`src/rtl/smvr_pkg.sv`:
```
// smvr_pkg: shared types and constants for the mean/variance/rms block
// no dependencies

package smvr_pkg;

  localparam int MAX_SAMPLES = 4096;
  localparam int CNT_W       = 13;
  localparam int SUM_W       = 29;
  localparam int SQS_W       = 43;
  localparam int Q_DEPTH     = 2;

  localparam logic [1:0] STATUS_OK     = 2'd0;
  localparam logic [1:0] STATUS_SINGLE = 2'd1;
  localparam logic [1:0] STATUS_EXCESS = 2'd2;

  typedef struct packed {
    logic signed [SUM_W-1:0] sum;
    logic [SQS_W-1:0]        sumsq;
    logic [CNT_W-1:0]        n;
    logic                    excess;
  } rec_t;

endpackage

```
`src/rtl/smvr_queue.sv`:
```
// smvr_queue: two-entry record queue between accumulator and solver
// depends on smvr_pkg

module smvr_queue (
  input  logic           clk,
  input  logic           rst_n,
  input  logic           push,
  input  smvr_pkg::rec_t wr_rec,
  input  logic           pop,
  output smvr_pkg::rec_t rd_rec,
  output logic           not_empty,
  output logic           full
);
  import smvr_pkg::*;

  rec_t       mem_r [Q_DEPTH];
  logic       wp_r, rp_r;
  logic [1:0] cnt_r;

  assign rd_rec    = mem_r[rp_r];
  assign not_empty = cnt_r != 2'd0;
  assign full      = cnt_r == 2'(Q_DEPTH);

  always_ff @(posedge clk) begin
    if (push) begin
      mem_r[wp_r] <= wr_rec;
    end
  end

  always_ff @(posedge clk) begin
    if (!rst_n) begin
      wp_r  <= 1'b0;
      rp_r  <= 1'b0;
      cnt_r <= 2'd0;
    end else begin
      if (push) begin
        wp_r <= ~wp_r;
      end
      if (pop) begin
        rp_r <= ~rp_r;
      end
      cnt_r <= cnt_r + {1'b0, push} - {1'b0, pop};
    end
  end

endmodule

```
`config.mk`:
```
export PLATFORM = sky130hd
export DESIGN_NAME = smvr_queue
export DESIGN_NICKNAME = d
export VERILOG_FILES = /design/src/rtl/smvr_pkg.sv /design/src/rtl/smvr_queue.sv
export SDC_FILE = /design/constraint.sdc
export NUM_CORES = 1
export LEC_CHECK = 0
export ABC_AREA = 1
export BUFFER_PORTS_ARGS = -buffer_cell sky130_fd_sc_hd__buf_2
export CAP_MARGIN = 30
export CELL_PAD_IN_SITES_DETAIL_PLACEMENT = 0
export CELL_PAD_IN_SITES_GLOBAL_PLACEMENT = 1
export CORE_UTILIZATION = 47
export CTS_CLUSTER_DIAMETER = 40
export CTS_CLUSTER_SIZE = 8
export DETAILED_ROUTE_END_ITERATION = 8
export PLACE_DENSITY = 0.84
export SLEW_MARGIN = 20
export SYNTH_ARGS = -nofsm -noshare
export SYNTH_HDL_FRONTEND = slang
export SYNTH_SLANG_ARGS = --single-unit
```
`constraint.sdc`:
```
create_clock -name clk -period 7.48 [get_ports clk]
set_input_delay 0.748 -clock clk [delete_from_list [all_inputs] [get_ports clk]]
set_output_delay 0.748 -clock clk [all_outputs]
set_load 0.01 [all_outputs]
```
==> results_dict.tcl <==
set metrics [dict create \
    status "finished clean" \
    antenna_found_initial 0 \
    synthCells 301 \
    synth.top_cell.area_share_pct 77.8 \
    place_ws_ps 4640 \
    min_period_ps 3190 \
    synth_cell_types 14 \
    setup_viol 0 \
    wl_um 11100 \
    synth_compound_area_share_pct 0.0754 \
    fill_cells 1033 \
    final_hold_viol_count 0 \
    synth_fp_nets 393 \
    start_util_pct 48.0 \
    core_sq_um 13800 \
    synth_top_family_by_area "multiplexers" \
    final_nets 582 \
    reg2reg_depth 2 \
    fin_skew_ps 7.28 \
    multiInputGateArea_sq_um 1220 \
    regArea_sq_um 5270 \
    fin_util_pct 59.4 \
    critPathLaunchType "flop" \
    r2r_slack_ps 5260 \
    worstSetupEndpointType "output port" \
    syn-cell-area_sq_um 6640 \
    maxCapViolations 0 \
    htree_levels 4 \
    hold_class "flop to flop" \
    worst_slack_ps 4290 \
    synth_fa_ha_area_share_pct 0.377 \
    drt_iter0_markers 164 \
    cts_made_buffers 17 \
    syn2layout_area_growth_pct 23.7 \
    rr_startpoint "wp_r" \
    rows 43 \
    grt_pass1_vias 3427 \
    dieArea_sq_um 14600 \
    p_total_uw 2190 \
    drc_errors 0 \
    min_path_cells 2 \
    r2r-end "mem_r[0][58]" \
    die_h_um 121 \
    max_freq_mhz 314 \
    post_cts_buffers 0 \
    hpwl_um 7130 \
    ys_warn_count 0 \
    cts-hold-fix-buffers 0 \
    cp_max_fo 48 \
    fin_cells 683 \
    grt_pass1_wl_um 16900 \
    cts_root_buf "clkbuf_16" \
    path_class "flop to output port" \
    overflow 0 \
    drtAntennaViolNets 0 \
    path_clk_slew_ps 60 \
    ys_seq_area_share_pct 79.4 \
    dp_cells 651 \
    io_pins 178 \
    die_w_um 121 \
    wl_per_cell_um 16.2 \
    cp.required_ps 6730 \
    post-route-period-util_pct 42.6 \
    synthTopCellsByArea "edfxtp_1 (78%), mux2_4 (9.1%), mux2_2 (7.8%)" \
    clock_path_buffers 2 \
    final_common_cell "buf_2" \
    drv_slew 0 \
    tns_ps 0 \
    vias 3295 \
    layout_common_cells "buf_2 (177), edfxtp_1 (172), mux2_2 (46), mux2_4 (40), clkbuf_16 (17)" \
    cts_sinks 177 \
    num_antenna_cells 0 \
    clock_latency_ps 410 \
    leakagePower_uw 0.00320 \
    drive_gt1_share_pct 58.8 \
    ir_drop_mv 0.168 \
    worst_slew_pin_slew_ps 839 \
    portBuffers 177 \
    synth_area_leader_cell "edfxtp_1" \
    cts_tree "done" \
    rsz0062_at_grt "no" \
    grt_max_degree 62 \
    power_density_nw_per_um2 267 \
    grt_usage_pct 15.9 \
    viasPerCell 4.82 \
    syn_avg_cell_area_sq_um 22.0 \
    hp-start "rp_r" \
    maxSlewHeadroom_pct 44.0 \
    synth_xor_xnor_area_share_pct 0 \
    hold_end "rp_r" \
    ys_seq_elements 177 \
    yosys.area_share.simple_pct 1.04 \
    gp_congestion 0.659 \
    muxShareOfSynthArea_pct 16.9 \
    cts_resized 0 \
    firstDrtPassIters 4 \
    cp.arrival_ps 2440 \
]
metal layers:
| layer | wire length, um | part of all wire [%] | GRT usage [%] | vias up |
|---|---|---|---|---|
| met5 | 0 | 0 | 0 | - |
| met4 | 265 | 2.4 | 8.56 | 0 |
| met3 | 813 | 7.3 | 5.05 | 21 |
| met2 | 5550 | 50 | 26.8 | 138 |
| met1 | 4450 | 40 | 17.8 | 1586 |
| li1 | - | - | - | 1550 |
metrics by stage:
step | hold slack [ps] | instance area (sq um)
2_1_floorplan | 463 | 6640
3_3_place_gp | 475 | 7650
3_5_place_dp | 495 | 7650
4_1_cts | 500 | 8210
5_1_grt | 503 | 8210
6_report | 503 | 8210
power breakdown:
group          switching, uW  internal (uW)  leakage [uW]
clock network            340            476      0.000257
logic                    104            103       0.00128
registers               18.4           1150       0.00166
sequential cells by signal (all words and copies together) (netlist names), named ones only:
| signal | flops |
|---|---|
| wp_r | 1 |
| mem_r | 172 |
| cnt_r | 2 |
| rp_r | 1 |
critical path, cell delays in order, from the launching register on:
cell	delay, ps
dfxtp_4	690
buf_4	730
mux2_2	410
buf_2	140
how the worst max path moves through the flow:
stage	end	slack [ps]
2_1_floorplan	mem_r[0][0]	2560
3_3_place_gp	rd_rec[3]	4690
3_5_place_dp	mem_r[0][39]	4640
4_1_cts	rd_rec[1]	4220
5_1_grt	rd_rec[25]	4150
6_report	rd_rec[19]	4290
cells in the mapped netlist:
| cell | count |
|---|---|
| edfxtp_1 | 172 |
| inv_1 | 7 |
| buf_6 | 1 |
| nand2_1 | 9 |
| dfxtp_1 | 5 |
| buf_8 | 1 |
| a21oi_1 | 1 |
| mux2_2 | 46 |
| buf_12 | 4 |
| nand3_1 | 1 |
| ha_1 | 2 |
| buf_2 | 4 |
| nor2_1 | 8 |
| mux2_4 | 40 |
layout make-up:
class / instances / share of cell area [%]
clock buffer: 24 / 5.75
clock inverter: 8 / 1.01
inverter: 7 / 0.335
multi-input combinational: 107 / 14.9
sequential: 177 / 64.2
tap: 180 / 2.74
timing repair buffer: 180 / 11.1
cell families after synthesis:
group / Yosys count
AND/OR/NAND/NOR: 18
AO/OA/AOI/OAI: 1
multiplexers: 86
flip-flops: 177
buffers and inverters: 17
adder cells (fa/ha/maj): 2
Note: power is estimated with default switching activity, not from simulation.
