### config.mk
export PLATFORM = sky130hd
export DESIGN_NAME = smvr_front
export DESIGN_NICKNAME = d
export VERILOG_FILES = /design/src/rtl/smvr_pkg.sv /design/src/rtl/smvr_front.sv
export SDC_FILE = /design/constraint.sdc
export NUM_CORES = 1
export LEC_CHECK = 0
export BUFFER_PORTS_ARGS = -buffer_cell sky130_fd_sc_hd__buf_2
export CORE_MARGIN = 5
export CORE_UTILIZATION = 35
export CTS_CLUSTER_SIZE = 20
export DETAILED_ROUTE_END_ITERATION = 12
export GPL_TIMING_DRIVEN = 0
export PLACE_DENSITY = 0.59
export SETUP_SLACK_MARGIN = 0.02
export SYNTH_ARGS = -nofsm -noshare
export SYNTH_HDL_FRONTEND = slang
export SYNTH_SLANG_ARGS = --single-unit
### constraint.sdc
create_clock -name clk -period 28.9 [get_ports clk]
set_input_delay 2.89 -clock clk [delete_from_list [all_inputs] [get_ports clk]]
set_output_delay 2.89 -clock clk [all_outputs]
set_load 0.05 [all_outputs]
### src/rtl/smvr_pkg.sv
// smvr_pkg: shared types and constants for the mean/variance/rms block
// no dependencies

package smvr_pkg;

  localparam int MAX_SAMPLES = 4096;
  localparam int CNT_W       = 13;
  localparam int SUM_W       = 29;
  localparam int SQS_W       = 43;
  localparam int Q_DEPTH     = 2;

  localparam logic [1:0] STATUS_OK     = 2'd0;
  localparam logic [1:0] STATUS_SINGLE = 2'd1;
  localparam logic [1:0] STATUS_EXCESS = 2'd2;

  typedef struct packed {
    logic signed [SUM_W-1:0] sum;
    logic [SQS_W-1:0]        sumsq;
    logic [CNT_W-1:0]        n;
    logic                    excess;
  } rec_t;

endpackage

### src/rtl/smvr_front.sv
// smvr_front: accumulates count, sum and sum of squares per record
// depends on smvr_pkg

module smvr_front (
  input  logic                 clk,
  input  logic                 rst_n,
  input  logic                 acc_en,
  input  logic signed [15:0]   sample,
  input  logic                 last_sample,
  output logic                 push,
  output smvr_pkg::rec_t       rec
);
  import smvr_pkg::*;

  logic signed [SUM_W-1:0] sum_r, sum_nxt;
  logic [SQS_W-1:0]        sumsq_r, sumsq_nxt;
  logic [CNT_W-1:0]        cnt_r, cnt_nxt;
  logic                    exc_r, exc_nxt;
  logic signed [31:0]      prod;
  logic                    room;

  assign prod = sample * sample;
  assign room = cnt_r < CNT_W'(MAX_SAMPLES);

  always_comb begin
    sum_nxt   = sum_r;
    sumsq_nxt = sumsq_r;
    cnt_nxt   = cnt_r;
    exc_nxt   = exc_r;
    if (room) begin
      sum_nxt   = sum_r + SUM_W'(sample);
      sumsq_nxt = sumsq_r + {{(SQS_W-32){1'b0}}, prod};
      cnt_nxt   = cnt_r + 1'b1;
    end else begin
      exc_nxt = 1'b1;
    end
  end

  assign push       = acc_en & last_sample;
  assign rec.sum    = sum_nxt;
  assign rec.sumsq  = sumsq_nxt;
  assign rec.n      = cnt_nxt;
  assign rec.excess = exc_nxt;

  always_ff @(posedge clk) begin
    if (!rst_n || push) begin
      sum_r   <= '0;
      sumsq_r <= '0;
      cnt_r   <= '0;
      exc_r   <= 1'b0;
    end else if (acc_en) begin
      sum_r   <= sum_nxt;
      sumsq_r <= sumsq_nxt;
      cnt_r   <= cnt_nxt;
      exc_r   <= exc_nxt;
    end
  end

endmodule

==> results.yml <==
critical_path:
  crit_top_cell: "fa_1"
  path_max_fanout: 17
  critPathSlowestCell: "clkbuf_1"
  endpoint_kind: "primary output"
  max_stage_delay_ns: 0.60
  critical_path_class: "in2out"
  cp_data_required_time_ns: 26.01
  arrival_ns: 12.56
  worst_setup_path_start_kind: "primary input"
synthesis:
  yosysSeqAreaShare_pct: 10.5
  synth_most_common_cell: "inv_1"
  synth_flop_cell: "dfxtp_1"
  ys_types: 69
  synth.cell_area_mm2: 0.0164
  synth.top_cell.area_share_pct: 29.2
  synthCells: 1983
  avgSynthCellArea_um2: 8.26
  yosys_warnings: 0
  ys_ff_latch: 86
  ys_async_sr_fraction_pct: 0
  yosys-top-cells-area: "fa_1 29%, ha_1 12%, dfxtp_1 11%, inv_1 8.4%, nand2_1 4.9%"
  ys_top_cells_by_count: "366 x inv_1, 239 x fa_1, 212 x nand2_1"
  synth-edff-count: 0
  syn_nets: 2396
  post-synth-top-area-cell: "fa_1"
route:
  dr.pass1.iters: 7
  wl_per_cell_um: 17.7
  dr_total_vias: 13719
  drc: 0
  drt_iter0_markers: 888
  ant_nets: 0
  routed_wl_um: 48100
  vias_per_cell: 5.06
timing:
  tns_ns: 0
  grt_setup_unrepaired: "false"
  fin_ws_ns: 13.45
  hold_viol: 0
  max_freq_mhz: 64.7
  tightest_slew_ns: 1.00
  setup_viol: 0
  slew_headroom_pct: 33.1
  fin_skew_ns: 0.0145
  drv_slew: 0
  period_share_pct: 53.5
  min_period_ns: 15.45
place:
  dp_hpwl_um: 40000
  place_ws_ns: 13.49
  numPortBuffers: 106
  gp_congestion: 0.918
clock_network:
  cts_buffers: 9
  cts_hold_buf: 0
  clock-sinks: 86
  postCtsSetupBuffers: 0
  post_cts_resized: 0
  cts_tree: "built"
  clockBufferDepth: 2
  path_clk_slew_ns: 0.07
  htreeDepth: 3
  clockRootBuffer: "clkbuf_16"
  clkLatencyLatePin_ns: 0.37
global_route:
  grt_pass1_vias: 14234
  overflow: 0
  grt_util_all_layers_pct: 19.1
  grt_first_pass_wirelength_um: 77800
  grt_max_degree: 18
  antenna_found_initial: 0
die:
  die_y_um: 226
  io_pins: 107
  start_util_pct: 35.3
  fp.dieArea_mm2: 0.0512
  dieWidth_um: 226
  core_mm2: 0.0465
  row_count: 79
layout:
  drive_above_1_share_pct: 8.22
  nets: 2513
  area_growth_pct: 9.81
  antenna_cells: 0
hold_path:
  hp-class: "reg2reg"
job:
  cap_violations: 0
status:
  status: "finished, final reports clean"
per-stage QoR:
step                      std cells  hold slack (ns)  util, %  instance area (um2)
after CTS                      2712            0.478     38.7                18000
after global placement         2696            0.445     38.0                17700
after floorplan                1983            0.429        -                16400
after global routing           2712            0.509     38.7                18000
final                          2712            0.473     38.7                18000
after detailed placement       2696            0.461     38.0                17700
sequential cells by signal (all words and copies together) (netlist names):
| register | cells |
|---|---|
| sum_r | 29 |
| sumsq_r | 43 |
| cnt_r | 13 |
| exc_r | 1 |
per-layer routing:
metal	vias up	GRT usage, %	wire length [um]
met2	355	30.9	21700
met1	6710	27.0	22400
met3	68	2.84	2760
met5	-	0	0
li1	6586	-	-
met4	0	4.79	1220
worst max-delay path, delay by kind of cell:
family                   cells  cell delay [ns]
AO/OA/AOI/OAI               10             2.13
XOR/XNOR                     2             0.38
adder cells (fa/ha/maj)      8             3.87
buffers and inverters       10             2.78
AND/OR/NAND/NOR              3             0.49
final timing paths:
path | cells after the start | start | slack (ns) | to
min reg2reg | 2 | exc_r$_SDFFE_PP0P_ | 0.47 | exc_r$_SDFFE_PP0P_
max | 33 | sample[15] | 13.45 | rec[48]
min | 2 | exc_r$_SDFFE_PP0P_ | 0.47 | exc_r$_SDFFE_PP0P_
max reg2reg | 12 | sum_r[0]$_SDFFE_PP0P_ | 25.65 | sum_r[28]$_SDFFE_PP0P_
cell type report:
| type | instances | area, um2 |
|---|---|---|
| inverter | 367 | 1380 |
| buffer | 74 | 289 |
| timing repair buffer | 106 | 531 |
| clock inverter | 6 | 77.6 |
| clock buffer | 10 | 239 |
| multi-input combinational | 1456 | 13000 |
| sequential | 86 | 1720 |
| fill | 4836 | 28500 |
| tap | 607 | 759 |
kinds of logic (layout without fill, tap and decap cells):
family	after synthesis	after routing	synth area share, %
fa+ha+maj	393	393	41.0
buf+inv	441	563	10.2
simple gates	553	553	15.2
flops	86	86	10.5
compound gates	344	344	13.9
xor+xnor	130	130	6.95
mux	36	36	2.26
placed cells by master, fill, tap and decap left out, types with 4 or more instances in the layout:
cell / netlist / final
clkbuf_16: 0 / 9
xor2_1: 47 / 47
fa_1: 239 / 239
o2111ai_1: 4 / 4
o211ai_1: 8 / 8
nand2_1: 212 / 212
a211oi_1: 9 / 9
o31ai_1: 6 / 6
o21a_1: 9 / 9
buf_2: 6 / 112
and3_1: 10 / 10
clkbuf_1: 65 / 65
nor2b_1: 10 / 10
a21o_1: 43 / 43
o21ai_1: 17 / 17
a21oi_1: 83 / 83
nand3_1: 44 / 44
a41o_1: 4 / 4
and2_1: 46 / 46
a221oi_1: 4 / 4
ha_1: 154 / 154
or2_2: 10 / 10
a31o_2: 6 / 6
mux2_2: 8 / 8
nand4_1: 13 / 13
o21bai_1: 11 / 11
dfxtp_1: 86 / 86
nand2b_1: 16 / 16
nor2_1: 148 / 148
or3_1: 10 / 10
xnor2_1: 83 / 83
o31a_1: 5 / 5
o21ai_0: 85 / 85
inv_1: 366 / 366
mux2i_1: 28 / 28
a31oi_1: 14 / 14
nor3_1: 21 / 21
Power is left out: the tool's default activity adds up to more than one toggle a clock period on the data nets, which glitch-free logic cannot reach.
