[src/rtl/smvr_pkg.sv]
// smvr_pkg: shared types and constants for the mean/variance/rms block
// no dependencies

package smvr_pkg;

  localparam int MAX_SAMPLES = 4096;
  localparam int CNT_W       = 13;
  localparam int SUM_W       = 29;
  localparam int SQS_W       = 43;
  localparam int Q_DEPTH     = 2;

  localparam logic [1:0] STATUS_OK     = 2'd0;
  localparam logic [1:0] STATUS_SINGLE = 2'd1;
  localparam logic [1:0] STATUS_EXCESS = 2'd2;

  typedef struct packed {
    logic signed [SUM_W-1:0] sum;
    logic [SQS_W-1:0]        sumsq;
    logic [CNT_W-1:0]        n;
    logic                    excess;
  } rec_t;

endpackage

[src/rtl/smvr_back.sv]
// smvr_back: per-record solver with shared serial divider and square root
// depends on smvr_pkg

module smvr_back (
  input  logic                 clk,
  input  logic                 rst_n,
  input  logic                 q_not_empty,
  input  smvr_pkg::rec_t       q_rec,
  output logic                 pop,
  output logic                 out_valid,
  input  logic                 out_stall,
  output logic signed [31:0]   mean_value,
  output logic [47:0]          variance_value,
  output logic [31:0]          std_deviation,
  output logic [31:0]          rms_value,
  output logic [12:0]          samples_used,
  output logic [1:0]           status
);
  import smvr_pkg::*;

  localparam logic [3:0] ST_IDLE  = 4'd0;
  localparam logic [3:0] ST_MUL   = 4'd1;
  localparam logic [3:0] ST_SUB   = 4'd2;
  localparam logic [3:0] ST_DMEAN = 4'd3;
  localparam logic [3:0] ST_DVAR  = 4'd4;
  localparam logic [3:0] ST_SQSD  = 4'd5;
  localparam logic [3:0] ST_DRMS  = 4'd6;
  localparam logic [3:0] ST_SQRMS = 4'd7;
  localparam logic [3:0] ST_OUT   = 4'd8;

  localparam int DVD_W = 88;

  logic [3:0]       st_r;
  rec_t             rec_r;
  logic [27:0]      mag;
  logic             neg;
  logic [55:0]      prod_r, sq_r, num_r;
  logic [23:0]      d_r;

  logic [DVD_W-1:0] dvd_r;
  logic [23:0]      dsr_r, rem_r, rem_nxt;
  logic [24:0]      rem_sh;
  logic             dge;
  logic [63:0]      quo_r, quo_nxt;
  logic [6:0]       cnt_r;
  logic             div_done, sq_done;

  logic [63:0]      x_r;
  logic [34:0]      srem_r, srem_sh, trial, srem_nxt;
  logic [31:0]      root_r, root_nxt;
  logic             sge;

  logic signed [31:0] mean_r;
  logic [47:0]        var_r;
  logic [31:0]        sd_r, rms_r;
  logic               ov_r;

  assign neg = rec_r.sum < 0;
  assign mag = neg ? 28'(-rec_r.sum) : 28'(rec_r.sum);

  // restoring divide, one quotient bit a cycle
  assign rem_sh   = {rem_r, dvd_r[DVD_W-1]};
  assign dge      = rem_sh >= {1'b0, dsr_r};
  assign rem_nxt  = dge ? 24'(rem_sh - {1'b0, dsr_r}) : rem_sh[23:0];
  assign quo_nxt  = {quo_r[62:0], dge};
  assign div_done = cnt_r == 7'(DVD_W - 1);

  // square root, one result bit a cycle
  assign srem_sh  = {srem_r[32:0], x_r[63:62]};
  assign trial    = {1'b0, root_r, 2'b01};
  assign sge      = srem_sh >= trial;
  assign srem_nxt = sge ? srem_sh - trial : srem_sh;
  assign root_nxt = {root_r[30:0], sge};
  assign sq_done  = cnt_r == 7'd31;

  assign pop = (st_r == ST_IDLE) && q_not_empty;

  always_ff @(posedge clk) begin
    if (!rst_n) begin
      st_r <= ST_IDLE;
      ov_r <= 1'b0;
    end else begin
      unique case (st_r)
        ST_IDLE: begin
          if (q_not_empty) begin
            rec_r <= q_rec;
            st_r  <= ST_MUL;
          end
        end
        ST_MUL: begin
          prod_r <= 56'(rec_r.n) * 56'(rec_r.sumsq);
          sq_r   <= 56'(mag) * 56'(mag);
          d_r    <= 24'(rec_r.n) * 24'(rec_r.n - 13'd1);
          st_r   <= ST_SUB;
        end
        ST_SUB: begin
          num_r <= prod_r - sq_r;
          dvd_r <= {44'd0, mag, 16'd0};
          dsr_r <= {11'd0, rec_r.n};
          rem_r <= '0;
          quo_r <= '0;
          cnt_r <= '0;
          st_r  <= ST_DMEAN;
        end
        ST_DMEAN, ST_DVAR, ST_DRMS: begin
          dvd_r <= {dvd_r[DVD_W-2:0], 1'b0};
          rem_r <= rem_nxt;
          quo_r <= quo_nxt;
          cnt_r <= cnt_r + 7'd1;
          if (div_done) begin
            cnt_r  <= '0;
            rem_r  <= '0;
            quo_r  <= '0;
            srem_r <= '0;
            root_r <= '0;
            x_r    <= quo_nxt;
            if (st_r == ST_DMEAN) begin
              mean_r <= neg ? 32'd0 - (quo_nxt[31:0] + 32'(rem_nxt != 24'd0))
                            : quo_nxt[31:0];
              if (rec_r.n > 13'd1) begin
                dvd_r <= {num_r, 32'd0};
                dsr_r <= d_r;
                st_r  <= ST_DVAR;
              end else begin
                var_r <= '0;
                sd_r  <= '0;
                dvd_r <= {13'd0, rec_r.sumsq, 32'd0};
                dsr_r <= {11'd0, rec_r.n};
                st_r  <= ST_DRMS;
              end
            end else if (st_r == ST_DVAR) begin
              var_r <= quo_nxt[63:16];
              st_r  <= ST_SQSD;
            end else begin
              st_r <= ST_SQRMS;
            end
          end
        end
        ST_SQSD, ST_SQRMS: begin
          x_r    <= {x_r[61:0], 2'b00};
          srem_r <= srem_nxt;
          root_r <= root_nxt;
          cnt_r  <= cnt_r + 7'd1;
          if (sq_done) begin
            cnt_r <= '0;
            if (st_r == ST_SQSD) begin
              sd_r  <= root_nxt;
              dvd_r <= {13'd0, rec_r.sumsq, 32'd0};
              dsr_r <= {11'd0, rec_r.n};
              rem_r <= '0;
              quo_r <= '0;
              st_r  <= ST_DRMS;
            end else begin
              rms_r <= root_nxt;
              ov_r  <= 1'b1;
              st_r  <= ST_OUT;
            end
          end
        end
        ST_OUT: begin
          if (!out_stall) begin
            ov_r <= 1'b0;
            st_r <= ST_IDLE;
          end
        end
        default: begin
          st_r <= ST_IDLE;
        end
      endcase
    end
  end

  assign out_valid      = ov_r;
  assign mean_value     = mean_r;
  assign variance_value = var_r;
  assign std_deviation  = sd_r;
  assign rms_value      = rms_r;
  assign samples_used   = rec_r.n;
  assign status         = rec_r.excess ? STATUS_EXCESS :
                          (rec_r.n == 13'd1) ? STATUS_SINGLE : STATUS_OK;

endmodule

[config.mk]
export PLATFORM = sky130hd
export DESIGN_NAME = smvr_back
export DESIGN_NICKNAME = d
export VERILOG_FILES = /design/src/rtl/smvr_pkg.sv /design/src/rtl/smvr_back.sv
export SDC_FILE = /design/constraint.sdc
export NUM_CORES = 2
export LEC_CHECK = 0
export BUFFER_PORTS_ARGS = -buffer_cell sky130_fd_sc_hd__buf_2
export CAP_MARGIN = 20
export CORE_ASPECT_RATIO = 1.2
export CORE_MARGIN = 4
export CORE_UTILIZATION = 50
export CTS_BUF_LIST = sky130_fd_sc_hd__clkbuf_4 sky130_fd_sc_hd__clkbuf_8
export DETAILED_ROUTE_END_ITERATION = 8
export PLACE_DENSITY = 0.73
export SLEW_MARGIN = 10
export SYNTH_ARGS = -nofsm -noshare
export SYNTH_HDL_FRONTEND = slang
export SYNTH_SLANG_ARGS = --single-unit
[constraint.sdc]
create_clock -name clk -period 20.7 [get_ports clk]
set_clock_uncertainty 0.2 [all_clocks]
set_input_delay 4.14 -clock clk [delete_from_list [all_inputs] [get_ports clk]]
set_output_delay 4.14 -clock clk [all_outputs]
set_load 0.02 [all_outputs]
==> impl_summary.log <==
[metrics] all-layer global routing usage: 25.3%
[metrics] Congestion Overflow GR: 0
[metrics] number of sinks handled by clock tree synthesis: 744
[metrics] Max stage delay on crit path: 740 ps
[metrics] fraction of the yosys area taken by sequential cells: 27.6%
[metrics] Clock Latency Late Sink: 880 ps
[metrics] first-pass GRT wire length: 338 mm
[metrics] routed vias: 59000
[metrics] cell area after technology mapping: 0.0809 sq mm
[metrics] Post-CTS Hold Fix Bufs: 0
[metrics] biggest area contributors in the synthesized netlist: sky130_fd_sc_hd__fa_1, sky130_fd_sc_hd__edfxtp_1, sky130_fd_sc_hd__ha_1
[metrics] via count of the first global-routing pass: 63700
[metrics] per-instance average area after synthesis: 9.82 sq um
[metrics] estimated wirelength of the detail-placed design: 161 mm
[metrics] setup repair after global routing missed its margin: false
[metrics] final-report hold violation count: 0
[metrics] Chip Height: 449 um
[metrics] number of buffers added by the clock tree synthesis step: 132
[metrics] final standard cell area without fillers: 0.0872 sq mm
[metrics] Worst Setup Path Type: flip-flop to flip-flop
[metrics] total of cells resized after clock tree synthesis: 0
[metrics] starting density of the core: 50.4%
[metrics] number of nets in the layout: 10200
[metrics] Floorplan Core Area: 0.161 sq mm
[metrics] Worst Path Required: 21090 ps
[metrics] antenna violations before repair: 8
[metrics] post-synth top area cell: sky130_fd_sc_hd__fa_1
[metrics] clock tree from TritonCTS: yes
[metrics] measured slew at the worst slew-check pin: 1160 ps
[metrics] cell chosen for the clock root: sky130_fd_sc_hd__clkbuf_8
[metrics] number of flops mapped to enable cells by yosys: 739
[metrics] area enclosed by the die boundary: 0.168 sq mm
[metrics] PnR worst setup slack: 9740 ps
[metrics] last weighted congestion value of the routability-driven placer: 0.975
[metrics] number of synthesized register bits: 744
[metrics] pre-CTS WS: 9850 ps
[metrics] port buffer count: 250
[metrics] Critical Path Most Common Cell: sky130_fd_sc_hd__inv_1
[metrics] Clock H-tree levels: 4
[metrics] total of max-cap violations: 0
[metrics] kind of cell adding the most delay to the critical path: adder cells
[metrics] final period demand of the worst path: 10960 ps
[metrics] per-cell routed wire length: 19.9 um
[metrics] crit path launch: rec_r[57]$_DFFE_PP_
[metrics] synthesis-to-finish area growth: 7.85%
[metrics] Worst Path Buf+Inv: 11
[metrics] Vias/cell: 5.58
[metrics] min-delay worst type: flip-flop to flip-flop
[metrics] Multi-input gate area: 0.0513 sq mm
[metrics] Crit path arrival time: 11360 ps
[metrics] filler cell count: 13900
[metrics] Worst Path Max Fanout: 21
[metrics] # IOs: 251
[metrics] buffer depth of the longest clock path: 3
[metrics] number of DRC markers after the initial detailed-route iteration: 4167
[metrics] number of iterations in the first detailed-routing pass: 6
[metrics] Remaining DRCs: 0
[metrics] Final Setup Violations: 0
[metrics] number of cell rows: 161
[metrics] r2r startpoint: rec_r[57]$_DFFE_PP_
[metrics] pin count of the biggest net entering global routing: 135
[metrics] final WL: 210 mm
[metrics] Clock transition at path regs: 60 ps
[metrics] standard cell area after detailed placement: 0.0842 sq mm
[metrics] number of max-slew violations in the final report: 0
[metrics] Max Clk Rate: 0.0912 GHz
[metrics] synth warn: 0
[metrics] share of post-route cells with drive strength above 1: 7.65%
[metrics] max-slew headroom at the worst pin: 22.5%
[metrics] Mapped Nets: 10100
[metrics] Hold Startpoint: root_r[15]$_DFFE_PP_
[metrics] count of unique library cells instantiated by Yosys: 91
[metrics] number of instances in the synthesized netlist: 8233
[metrics] most common library cell in the layout ignoring fill and taps: sky130_fd_sc_hd__inv_1
[metrics] Synth async-reset ratio: 0%
[metrics] antenna viol nets, final: 0
[metrics] crit path capture type: flip-flop
[metrics] top cell type's share of synthesized area: 29.4%
[metrics] status: finished clean
[metrics] startpoint types: flip-flop
[metrics] worst-path cell with the longest stage delay: sky130_fd_sc_hd__edfxtp_1
[metrics] post-layout instance count excluding filler cells: 10600
[metrics] Period Utilization, post-route: 53.0%
[metrics] Die X-Extent: 375 um
[metrics] predominant post-synthesis flop cell: sky130_fd_sc_hd__edfxtp_1
[metrics] number of cells in the design after placement: 10300
[metrics] total negative slack: 0 ps
[metrics] Seq. cell area: 0.0223 sq mm
[metrics] most frequent cells in the layout: sky130_fd_sc_hd__inv_1, sky130_fd_sc_hd__fa_1, sky130_fd_sc_hd__nand2_1, sky130_fd_sc_hd__edfxtp_1, sky130_fd_sc_hd__ha_1
[metrics] Post-CTS Repair Setup Buffers: 0
==> registers in the layout (all words and copies together), names as in the netlist, 32 cells and up <==
name / cells
dvd_r: 72
rec_r: 73
quo_r: 63
variance_value: 48
srem_r: 33
rms_value: 32
root_r: 32
num_r: 56
x_r: 64
prod_r: 56
sq_r: 55
std_deviation: 32
mean_value: 32
==> cells in the mapped netlist, drive strengths merged (9+ instances only) <==
| cell | count |
|---|---|
| buf | 49 |
| o21a | 34 |
| a21o | 114 |
| mux2i | 25 |
| o21ai | 278 |
| clkinv | 9 |
| nor3 | 69 |
| nand2b | 108 |
| a221o | 9 |
| nor4 | 25 |
| o41ai | 9 |
| o21bai | 25 |
| a311oi | 15 |
| ha | 553 |
| xnor2 | 208 |
| a21oi | 364 |
| or2 | 17 |
| fa | 1186 |
| nand2 | 1072 |
| nand3b | 14 |
| nor2 | 482 |
| o31ai | 22 |
| clkbuf | 310 |
| or3 | 21 |
| a21boi | 9 |
| or4 | 9 |
| and2 | 203 |
| xor2 | 81 |
| a31o | 13 |
| inv | 1609 |
| nand3 | 115 |
| nand4 | 28 |
| o211ai | 11 |
| mux2 | 14 |
| and3 | 76 |
| a31oi | 31 |
| edfxtp | 739 |
| a211oi | 49 |
| nor2b | 120 |
==> routing by layer <==
metal | share of wire [%] | GRT usage (%)
met5 | 0 | 0
met4 | 5.2 | 11.8
met3 | 7.4 | 4.58
met2 | 50 | 44.7
met1 | 37 | 29.7
==> final timing paths <==
path	to	slack, ps	cells after the start
max	sq_r[54]$_DFFE_PP_	9740	36
min	rms_value[16]$_DFFE_PP_	250	0
max reg2reg	sq_r[54]$_DFFE_PP_	9740	36
min reg2reg	rms_value[16]$_DFFE_PP_	250	0
==> area by class of cell <==
| class | count | share of cell area (%) |
|---|---|---|
| repair buffers | 344 | 2.28 |
| diodes | 2 | 0.00574 |
| clock inverters | 74 | 1.03 |
| flip-flops and latches | 744 | 25.6 |
| inverters | 1618 | 6.96 |
| clock buffers | 163 | 2.35 |
| well taps | 2119 | 3.04 |
| multi-input cells | 5512 | 58.8 |
==> metrics by stage <==
stage / hold WS [ps] / utilization (%)
after floorplan: 226 / -
after global placement: 237 / 52.5
after detailed placement: 234 / 52.5
after CTS: 247 / 54.3
after global routing: 266 / 54.3
final: 250 / 54.3
==> worst reg2reg max path: cells and delay by family (launching register included) <==
family                   cells  cell delay (ps)
adder cells (fa/ha/maj)      9             4110
AND/OR/NAND/NOR              4             1240
AO/OA/AOI/OAI               10             2210
flip-flops                   1              740
XOR/XNOR                     2              310
buffers and inverters       11             1860
==> cell families (layout without fill, tap and decap cells) <==
family | count (synthesis) | after routing | share of synthesized area [%]
compound gates | 1062 | 1062 | 8.14
xor+xnor | 289 | 289 | 3.13
fa+ha+maj | 1739 | 1739 | 37.9
buf+inv | 1977 | 2199 | 9.28
flops | 744 | 744 | 27.6
mux | 39 | 39 | 0.504
other cells | 0 | 2 | 0
simple gates | 2383 | 2383 | 13.5
Power is left out: the tool's default activity adds up to more than one toggle a clock period on the data nets, which glitch-free logic cannot reach.
